$ cat src/rtl/core/gutl_pkg.sv
// Shared types, constants and calendar helpers for the UTC to local time pipeline.
package gutl_pkg;

	// Pipeline stage enables, one per register stage.
	typedef struct packed {
		logic s1;
		logic s2;
		logic s3;
		logic s4;
		logic s5;
	} pipe_en_t;

	// Calendar state handed from the offset stages to the rollover stage.
	typedef struct packed {
		logic              ok;
		logic              loc;
		logic              leap;
		logic [6:0]        year_rem;
		logic [3:0]        month;
		logic [4:0]        day;
		logic signed [6:0] hsum;
		logic [5:0]        minute;
	} cal_t;

	localparam logic [3:0] MONTH_JAN = 4'd1;
	localparam logic [3:0] MONTH_FEB = 4'd2;
	localparam logic [3:0] MONTH_MAR = 4'd3;
	localparam logic [3:0] MONTH_APR = 4'd4;
	localparam logic [3:0] MONTH_JUN = 4'd6;
	localparam logic [3:0] MONTH_SEP = 4'd9;
	localparam logic [3:0] MONTH_OCT = 4'd10;
	localparam logic [3:0] MONTH_NOV = 4'd11;
	localparam logic [3:0] MONTH_DEC = 4'd12;

	// Rounding points of |longitude| / 15 degrees, half away from zero, for steps 1..14.
	localparam logic [31:0] LON_THR [14] = '{
		32'd75000000,   32'd225000000,  32'd375000000,  32'd525000000,
		32'd675000000,  32'd825000000,  32'd975000000,  32'd1125000000,
		32'd1275000000, 32'd1425000000, 32'd1575000000, 32'd1725000000,
		32'd1875000000, 32'd2025000000
	};

	localparam logic [3:0] OFF_MAX_EAST = 4'd14;
	localparam logic [3:0] OFF_MAX_WEST = 4'd12;

	// floor(y / 100) = (y * 5243) >> 19, exact for every 12-bit year.
	localparam logic [24:0] DIV100_MUL = 25'd5243;
	localparam logic [11:0] YEARS_PER_CENTURY = 12'd100;
	// floor(s / 7) = (s * 9363) >> 16, exact for the weekday sums that occur here.
	localparam logic [25:0] DIV7_MUL = 26'd9363;
	localparam logic [12:0] DAYS_PER_WEEK = 13'd7;
	// Sakamoto table entry shared by March and November, plus the first of the month.
	localparam logic [12:0] WDAY_BIAS = 13'd3;

	localparam logic [6:0] HOURS_PER_DAY = 7'd24;
	localparam logic [6:0] LAST_YEAR_REM = 7'd99;

	function automatic logic [4:0] month_len(input logic [3:0] month, input logic leap);
		logic [4:0] len;
		case (month)
			MONTH_FEB: len = leap ? 5'd29 : 5'd28;
			MONTH_APR,
			MONTH_JUN,
			MONTH_SEP,
			MONTH_NOV: len = 5'd30;
			default:   len = 5'd31;
		endcase
		return len;
	endfunction

endpackage

$ cat src/rtl/core/gutl_ctrl.sv
// Valid bits and stage enables of the five-stage pipeline.
module gutl_ctrl (
	input  logic               clk,
	input  logic               arst_n,
	input  logic               s_tvalid,
	output logic               s_tready,
	output logic               m_tvalid,
	input  logic               m_tready,
	output gutl_pkg::pipe_en_t en
);

	logic valid_s1, valid_s2, valid_s3, valid_s4, valid_s5;

	// A stage loads when it is empty or when its content moves on in the same cycle.
	always_comb begin
		en.s5 = !valid_s5 || m_tready;
		en.s4 = !valid_s4 || en.s5;
		en.s3 = !valid_s3 || en.s4;
		en.s2 = !valid_s2 || en.s3;
		en.s1 = !valid_s1 || en.s2;
	end

	always_ff @(posedge clk or negedge arst_n) begin
		if (!arst_n) begin
			valid_s1 <= 1'b0;
			valid_s2 <= 1'b0;
			valid_s3 <= 1'b0;
			valid_s4 <= 1'b0;
			valid_s5 <= 1'b0;
		end else begin
			if (en.s1) valid_s1 <= s_tvalid;
			if (en.s2) valid_s2 <= valid_s1;
			if (en.s3) valid_s3 <= valid_s2;
			if (en.s4) valid_s4 <= valid_s3;
			if (en.s5) valid_s5 <= valid_s4;
		end
	end

	assign s_tready = en.s1;
	assign m_tvalid = valid_s5;

endmodule

$ cat src/rtl/core/gutl_offset.sv
// Zone offset, daylight time and shifted hour: pipeline stages one to four.
module gutl_offset (
	input  logic               clk,
	input  gutl_pkg::pipe_en_t en,
	input  logic               date_valid,
	input  logic               time_valid,
	input  logic               location_valid,
	input  logic [11:0]        utc_year,
	input  logic [3:0]         utc_month,
	input  logic [4:0]         utc_day,
	input  logic [4:0]         utc_hour,
	input  logic [5:0]         utc_minute,
	input  logic signed [31:0] longitude_e7,
	output gutl_pkg::cal_t     cal_s4
);

	// Stage 1: magnitude of the longitude and year times the reciprocal of 100.
	logic        ok_s1, loc_s1, neg_s1;
	logic [11:0] year_s1;
	logic [3:0]  month_s1;
	logic [4:0]  day_s1, hour_s1;
	logic [5:0]  minute_s1;
	logic [31:0] mag_s1;
	logic [24:0] yprod_s1;
	logic [31:0] lon_u;

	assign lon_u = $unsigned(longitude_e7);

	always_ff @(posedge clk) begin
		if (en.s1) begin
			ok_s1     <= date_valid & time_valid;
			loc_s1    <= location_valid;
			neg_s1    <= lon_u[31];
			mag_s1    <= lon_u[31] ? (~lon_u + 32'd1) : lon_u;
			year_s1   <= utc_year;
			month_s1  <= utc_month;
			day_s1    <= utc_day;
			hour_s1   <= utc_hour;
			minute_s1 <= utc_minute;
			yprod_s1  <= 25'(utc_year) * gutl_pkg::DIV100_MUL;
		end
	end

	// Stage 2: rounded and clamped hour offset, century split, weekday sum.
	logic [5:0]  d100;
	logic [6:0]  rem100;
	logic [3:0]  q, qc;
	logic [4:0]  qext;
	logic [12:0] ssum;

	always_comb begin
		d100   = yprod_s1[24:19];
		rem100 = 7'(year_s1 - 12'(d100) * gutl_pkg::YEARS_PER_CENTURY);
		q      = 4'd0;
		for (int i = 0; i < 14; i++) begin
			if (mag_s1 >= gutl_pkg::LON_THR[i]) q = 4'(i + 1);
		end
		if (neg_s1) qc = (q > gutl_pkg::OFF_MAX_WEST) ? gutl_pkg::OFF_MAX_WEST : q;
		else qc = (q > gutl_pkg::OFF_MAX_EAST) ? gutl_pkg::OFF_MAX_EAST : q;
		qext = {1'b0, qc};
		ssum = 13'(year_s1) + 13'(year_s1[11:2]) - 13'(d100) + 13'(d100[5:2])
			+ gutl_pkg::WDAY_BIAS;
	end

	logic        ok_s2, loc_s2;
	logic [3:0]  month_s2;
	logic [4:0]  day_s2, hour_s2, off_s2;
	logic [5:0]  minute_s2;
	logic [12:0] ssum_s2;
	logic [6:0]  rem100_s2;
	logic [1:0]  d100_lo_s2;

	always_ff @(posedge clk) begin
		if (en.s2) begin
			ok_s2      <= ok_s1;
			loc_s2     <= loc_s1;
			month_s2   <= month_s1;
			day_s2     <= day_s1;
			hour_s2    <= hour_s1;
			minute_s2  <= minute_s1;
			off_s2     <= neg_s1 ? (5'd0 - qext) : qext;
			ssum_s2    <= ssum;
			rem100_s2  <= rem100;
			d100_lo_s2 <= d100[1:0];
		end
	end

	// Stage 3: weekday sum times the reciprocal of 7, leap year flag.
	logic        ok_s3, loc_s3, leap_s3;
	logic [3:0]  month_s3;
	logic [4:0]  day_s3, hour_s3, off_s3;
	logic [5:0]  minute_s3;
	logic [12:0] ssum_s3;
	logic [25:0] sprod_s3;
	logic [6:0]  rem100_s3;

	always_ff @(posedge clk) begin
		if (en.s3) begin
			ok_s3     <= ok_s2;
			loc_s3    <= loc_s2;
			month_s3  <= month_s2;
			day_s3    <= day_s2;
			hour_s3   <= hour_s2;
			minute_s3 <= minute_s2;
			off_s3    <= off_s2;
			ssum_s3   <= ssum_s2;
			rem100_s3 <= rem100_s2;
			sprod_s3  <= 26'(ssum_s2) * gutl_pkg::DIV7_MUL;
			// Divisible by 4 but not by 100, or divisible by 400.
			leap_s3   <= (rem100_s2[1:0] == 2'd0 && rem100_s2 != 7'd0)
				|| (rem100_s2 == 7'd0 && d100_lo_s2 == 2'd0);
		end
	end

	// Stage 4: weekday of the first, daylight time decision, shifted hour.
	logic [9:0]  q7;
	logic [2:0]  wday, first_sun;
	logic        dst;
	logic [6:0]  hsum;

	always_comb begin
		q7        = sprod_s3[25:16];
		wday      = 3'(ssum_s3 - 13'(q7) * gutl_pkg::DAYS_PER_WEEK);
		first_sun = (wday == 3'd0) ? 3'd1 : 3'(4'd8 - {1'b0, wday});
		if (month_s3 == gutl_pkg::MONTH_MAR) dst = day_s3 >= ({2'b00, first_sun} + 5'd7);
		else if (month_s3 == gutl_pkg::MONTH_NOV) dst = day_s3 < {2'b00, first_sun};
		else dst = month_s3 >= gutl_pkg::MONTH_APR && month_s3 <= gutl_pkg::MONTH_OCT;
		if (loc_s3) hsum = {2'b00, hour_s3} + {{2{off_s3[4]}}, off_s3} + {6'd0, dst};
		else hsum = {2'b00, hour_s3};
	end

	always_ff @(posedge clk) begin
		if (en.s4) begin
			cal_s4.ok       <= ok_s3;
			cal_s4.loc      <= loc_s3;
			cal_s4.leap     <= leap_s3;
			cal_s4.year_rem <= rem100_s3;
			cal_s4.month    <= month_s3;
			cal_s4.day      <= day_s3;
			cal_s4.hsum     <= $signed(hsum);
			cal_s4.minute   <= minute_s3;
		end
	end

endmodule

$ cat src/rtl/core/gutl_roll.sv
// Day, month and year rollover and the output register, pipeline stage five.
module gutl_roll (
	input  logic               clk,
	input  gutl_pkg::pipe_en_t en,
	input  gutl_pkg::cal_t     cal_s4,
	output logic               ok_s5,
	output logic [3:0]         month_s5,
	output logic [4:0]         day_s5,
	output logic [6:0]         year_s5,
	output logic [4:0]         hour_s5,
	output logic [5:0]         minute_s5
);

	logic [6:0] hs_u;
	logic       back, fwd;
	logic [4:0] len_cur;
	logic [3:0] month_prev, month_next, month_n;
	logic [6:0] yr_prev, yr_next, year_n;
	logic [4:0] day_n, hour_n;

	always_comb begin
		hs_u       = $unsigned(cal_s4.hsum);
		// The offset never moves the hour by more than one day either way.
		back       = cal_s4.loc && hs_u[6];
		fwd        = cal_s4.loc && !hs_u[6] && hs_u >= gutl_pkg::HOURS_PER_DAY;
		len_cur    = gutl_pkg::month_len(cal_s4.month, cal_s4.leap);
		month_prev = (cal_s4.month <= gutl_pkg::MONTH_JAN) ? gutl_pkg::MONTH_DEC
			: cal_s4.month - 4'd1;
		month_next = (cal_s4.month >= gutl_pkg::MONTH_DEC) ? gutl_pkg::MONTH_JAN
			: cal_s4.month + 4'd1;
		yr_prev    = (cal_s4.year_rem == 7'd0) ? gutl_pkg::LAST_YEAR_REM
			: cal_s4.year_rem - 7'd1;
		yr_next    = (cal_s4.year_rem == gutl_pkg::LAST_YEAR_REM) ? 7'd0
			: cal_s4.year_rem + 7'd1;

		month_n = cal_s4.month;
		day_n   = cal_s4.day;
		year_n  = cal_s4.year_rem;
		hour_n  = hs_u[4:0];
		if (back) begin
			hour_n = 5'(hs_u + gutl_pkg::HOURS_PER_DAY);
			if (cal_s4.day <= 5'd1) begin
				month_n = month_prev;
				// Only December wraps the year, so the leap flag still fits February.
				day_n   = gutl_pkg::month_len(month_prev, cal_s4.leap);
				if (cal_s4.month <= gutl_pkg::MONTH_JAN) year_n = yr_prev;
			end else begin
				day_n = cal_s4.day - 5'd1;
			end
		end else if (fwd) begin
			hour_n = 5'(hs_u - gutl_pkg::HOURS_PER_DAY);
			if (({1'b0, cal_s4.day} + 6'd1) > {1'b0, len_cur}) begin
				day_n   = 5'd1;
				month_n = month_next;
				if (cal_s4.month >= gutl_pkg::MONTH_DEC) year_n = yr_next;
			end else begin
				day_n = cal_s4.day + 5'd1;
			end
		end
	end

	always_ff @(posedge clk) begin
		if (en.s5) begin
			ok_s5     <= cal_s4.ok;
			month_s5  <= cal_s4.ok ? month_n : 4'd0;
			day_s5    <= cal_s4.ok ? day_n : 5'd0;
			year_s5   <= cal_s4.ok ? year_n : 7'd0;
			hour_s5   <= cal_s4.ok ? hour_n : 5'd0;
			minute_s5 <= cal_s4.ok ? cal_s4.minute : 6'd0;
		end
	end

endmodule

$ cat src/rtl/core/gps_utc_to_local_date_time_top.sv
// Top level of the UTC to local date and time converter.
//
//   Channel   Direction  Handshake           Payload
//   s_*       in         s_tvalid/s_tready   UTC date, time, longitude; validity flags in tuser
//   m_*       out        m_tvalid/m_tready   local date and time; ok flag in tuser
//
// One transfer in and one transfer out per cycle when both sides are ready.
// There are five register stages: longitude magnitude and
// century product, offset rounding, weekday product, daylight decision, rollover.
// A stage loads whenever it is empty or its content moves on, so a stall on m_tready
// backs up stage by stage and bubbles still fill. Reset clears only the valid bits.
module gps_utc_to_local_date_time_top (
	input  logic        clk,
	input  logic        arst_n,
	input  logic        s_tvalid,
	output logic        s_tready,
	// year[11:0], month[15:12], day[20:16], hour[25:21], minute[31:26], longitude_e7[63:32]
	input  logic [63:0] s_tdata,
	// date_valid[0], time_valid[1], location_valid[2]
	input  logic [2:0]  s_tuser,
	output logic        m_tvalid,
	input  logic        m_tready,
	// local_month[3:0], local_day[8:4], year_two_digit[15:9], local_hour[20:16],
	// local_minute[26:21], zero[31:27]
	output logic [31:0] m_tdata,
	// ok[0]
	output logic [0:0]  m_tuser
);

	gutl_pkg::pipe_en_t en;
	gutl_pkg::cal_t     cal_s4;
	logic               ok_s5;
	logic [3:0]         month_s5;
	logic [4:0]         day_s5, hour_s5;
	logic [6:0]         year_s5;
	logic [5:0]         minute_s5;

	gutl_ctrl u_ctrl (
		.clk      (clk),
		.arst_n   (arst_n),
		.s_tvalid (s_tvalid),
		.s_tready (s_tready),
		.m_tvalid (m_tvalid),
		.m_tready (m_tready),
		.en       (en)
	);

	gutl_offset u_offset (
		.clk            (clk),
		.en             (en),
		.date_valid     (s_tuser[0]),
		.time_valid     (s_tuser[1]),
		.location_valid (s_tuser[2]),
		.utc_year       (s_tdata[11:0]),
		.utc_month      (s_tdata[15:12]),
		.utc_day        (s_tdata[20:16]),
		.utc_hour       (s_tdata[25:21]),
		.utc_minute     (s_tdata[31:26]),
		.longitude_e7   ($signed(s_tdata[63:32])),
		.cal_s4         (cal_s4)
	);

	gutl_roll u_roll (
		.clk       (clk),
		.en        (en),
		.cal_s4    (cal_s4),
		.ok_s5     (ok_s5),
		.month_s5  (month_s5),
		.day_s5    (day_s5),
		.year_s5   (year_s5),
		.hour_s5   (hour_s5),
		.minute_s5 (minute_s5)
	);

	assign m_tdata = {5'd0, minute_s5, hour_s5, year_s5, day_s5, month_s5};
	assign m_tuser = ok_s5;

endmodule

$ cat config.mk
export PLATFORM = sky130hd
export DESIGN_NAME = gps_utc_to_local_date_time_top
export DESIGN_NICKNAME = d
export VERILOG_FILES = /design/src/rtl/core/gutl_pkg.sv /design/src/rtl/core/gutl_ctrl.sv /design/src/rtl/core/gutl_offset.sv /design/src/rtl/core/gutl_roll.sv /design/src/rtl/core/gps_utc_to_local_date_time_top.sv
export SDC_FILE = /design/constraint.sdc
export NUM_CORES = 1
export LEC_CHECK = 0
export BUFFER_PORTS_ARGS = -buffer_cell sky130_fd_sc_hd__buf_2
export CORE_MARGIN = 1.5
export CORE_UTILIZATION = 40
export CTS_CLUSTER_DIAMETER = 40
export DETAILED_ROUTE_END_ITERATION = 10
export PLACE_DENSITY = 0.64
export SLEW_MARGIN = 10
export SYNTH_ARGS = -nofsm -noshare
export SYNTH_HDL_FRONTEND = slang
export SYNTH_SLANG_ARGS = --single-unit
$ cat constraint.sdc
create_clock -name clk -period 4.96 [get_ports clk]
set_input_delay 0.248 -clock clk [delete_from_list [all_inputs] [get_ports clk]]
set_output_delay 0.248 -clock clk [all_outputs]
set_load 0.03 [all_outputs]
==> impl_metrics.toml <==
[clock_network]
clockRootBuffer = "clkbuf_16"
htree_levels = 2
path_clk_slew_ps = 40
clockBufferDepth = 3
clock_latency_ps = 540
cts_num_sinks = 228
cts_inserted_buffers = 34
cts_tree = "done"

[synthesis]
seq_area_frac_synth = 0.4176
synth_cells = 1433
synthDistinctLibCells = 82
synth.cell_area_um2 = 16340
yosysWarningCount = 0
postSynthAreaPerCell_um2 = 11.40
synth_edf_count = 223
synth-async-reset-ratio = 0.02193
synth-seq-cells = 228
synth_flop_cell = "edfxtp_1"

[floorplan]
die_h_um = 205.1
start_util = 0.4083
row_count = 73
dieArea_um2 = 42060
io-pin-count = 106
die_w_um = 205.1
fp.coreArea_um2 = 40010

[placement]
gp_congestion = 0.8782
io_buffers = 100
pre_cts_ws_ps = -89.71
hpwlAfterDp_mm = 24.83
place_area_um2 = 17380

[timing]
drv_slew = 0
final.period_utilization = 0.9654
relSlewSlack = 0.3174
timing.final.ws_setup_ps = 171.6
hold_violations = 0
rsz0062_at_grt = "true"
fin_crit_ps = 4788
setup_viol = 0
tightest_slew_ps = 1024
max_freq_ghz = 0.2088
fin_skew_ps = 21.48

[layout]
layout_commonest_cell = "edfxtp_1"
final_cell_mix = "edfxtp_1 (223), inv_1 (215), ha_1 (201)"
fin_nets = 1929
diodes = 0
syn2layout_area_growth_pct = 16.34
fin_area_um2 = 19000
drive_gt1_frac = 0.1389

[route]
drc_errors = 0
ant_nets = 0
vias = 11000
via_per_inst = 5.196
routed_wl_mm = 32.74
wl_per_cell_um = 15.47
initialDrtViolationCount = 430
firstDrtPassIters = 5

[global_routing]
grtUsageTotal = 0.1583
grt_pass1_vias = 10830
grt-ovfl-total = 0
grt_max_degree = 59
antenna_found_initial = 0
grt_pass1_wl_mm = 53.43

[worst_setup_path]
crit_type = "primary input to register"
crit_path_end_kind = "register"
crit_required_ps = 5300
crit_path_start_kind = "primary input"
cp_max_fo = 6
crit_arrival_ps = 5130

[outcome]
status = "completed"

[power_and_ir_drop]
ir_drop_mv = 0.8079
p_leak_nw = 8.204
p_per_area_nw_per_um2 = 741.5

[run]
maxCapViolCount = 0

[worst_hold_path]
min_path_type = "primary input to register"
## synth_stat cells, types with 12 or more instances
master	instances	area (um^2)
clkbuf_1	40	150.1
a21o_1	13	97.59
nand2b_1	13	81.33
a211oi_1	19	142.6
nor3_1	38	190.2
nand4_1	23	143.9
o21ai_0	61	305.3
fa_1	86	1722
and2_1	18	112.6
xnor2_1	59	516.8
ha_1	206	2577
o211ai_1	12	90.09
nor2_1	52	195.2
edfxtp_1	223	6696
a21oi_1	37	185.2
nand2_1	67	251.5
nand3_1	24	120.1
inv_1	217	814.5
## worst max-delay path, cell delays in order
cell           delay [ps]
dlygate4sd3_1         530
buf_2                 170
fa_1                  520
fa_1                  500
inv_1                  50
fa_1                  530
inv_1                  50
fa_1                  500
fa_1                  510
ha_1                  330
o21ai_0                80
nor2_1                 60
o21bai_1              160
a31o_2                220
a21oi_2                70
or2_2                 310
o311ai_1              270
## layout make-up
type / count / area (um^2)
fill: 3642 / 21000
multi-input combinational: 944 / 8631
tap: 525 / 656.9
timing repair buffer: 140 / 878.3
clock inverter: 23 / 330.3
sequential: 228 / 6822
clock buffer: 38 / 865.8
inverter: 218 / 820.8
## cells by family (layout without fill, tap and decap cells)
family          Yosys count  in the layout  share of synthesized area
buf+inv                 265            419                    0.06235
xor+xnor                 69             69                    0.03699
mux                       6              6                   0.003906
fa+ha+maj               292            292                     0.2632
flops                   228            228                     0.4176
compound gates          253            253                     0.1088
simple gates            319            319                     0.1069
other cells               1              5                  0.0002296
## final timing paths
path / from / to / slack [ps] / cells after the start
worst max-delay path: s_tdata[7] / u_offset.yprod_s1[24]$_DFFE_PP_ / 170 / 17
worst min-delay path: s_tdata[8] / u_offset.year_s1[8]$_DFFE_PP_ / 30 / 1
worst max register to register: u_offset.sprod_s3[16]$_DFFE_PP_ / u_offset.cal_s4[11]$_SDFFCE_PN0P_ / 230 / 24
worst min register to register: u_offset.off_s2[0]$_DFFE_PP_ / u_offset.off_s3[0]$_DFFE_PP_ / 410 / 0
max in group asynchronous: arst_n / u_ctrl.valid_s4$_DFFE_PN0P_ / 4780 / 2
min in group asynchronous: arst_n / u_ctrl.m_tvalid$_DFFE_PN0P_ / 50 / 2
## per-layer routing
metal  vias up  wire length, um  global-route usage
li1       5426                -                   -
met1      5212            14790              0.2083
met2       295            15480              0.2593
met3        62             1733             0.03182
met4         0              736             0.05553
met5         -                0                   0
## state kept, by name (all words and copies together), names as in the netlist, 6 cells and up
register	cells
u_roll.minute_s5	6
u_offset.cal_s4	32
u_offset.rem100_s2	7
u_roll.year_s5	7
u_offset.minute_s2	6
u_offset.yprod_s1	7
u_offset.minute_s1	6
u_offset.ssum_s2	13
u_offset.year_s1	11
u_offset.mag_s1	32
u_offset.rem100_s3	7
u_offset.minute_s3	6
## report_power, final
group	total, W	internal [W]	switching (W)
clock	0.00245	0.00155	0.000898
sequential	0.00336	0.00290	0.000453
combinational	0.00829	0.00395	0.00434
total	0.0141	0.00840	0.00569
## through the flow
| step | hold WS, ps | TNS (ps) | utilization | instances | power, W |
|---|---|---|---|---|---|
| after global routing | 17.96 | -19.54 | 0.4750 | 2116 | 0.01566 |
| after floorplan | -47.59 | 0 | - | 1437 | 0.009379 |
| after CTS | 0.6234 | 0 | 0.4715 | 2110 | 0.01381 |
| after detailed placement | 70.77 | -138.2 | 0.4344 | 2023 | 0.01116 |
| final | 29.56 | 0 | 0.4750 | 2116 | 0.01409 |
| after global placement | 67.10 | 0 | 0.4344 | 2023 | 0.01083 |
## timing repair
item / 4_1_cts / 5_1_grt
hold endpoints to repair: 30 / 1
buffers inserted: 0 / 4
hold buffers: 26 / 2
pin swaps: 2 / 3
endpoints found under the setup margin: 2 / 6
resized for setup: 6 / 21
(Power assumes the default switching activity.)
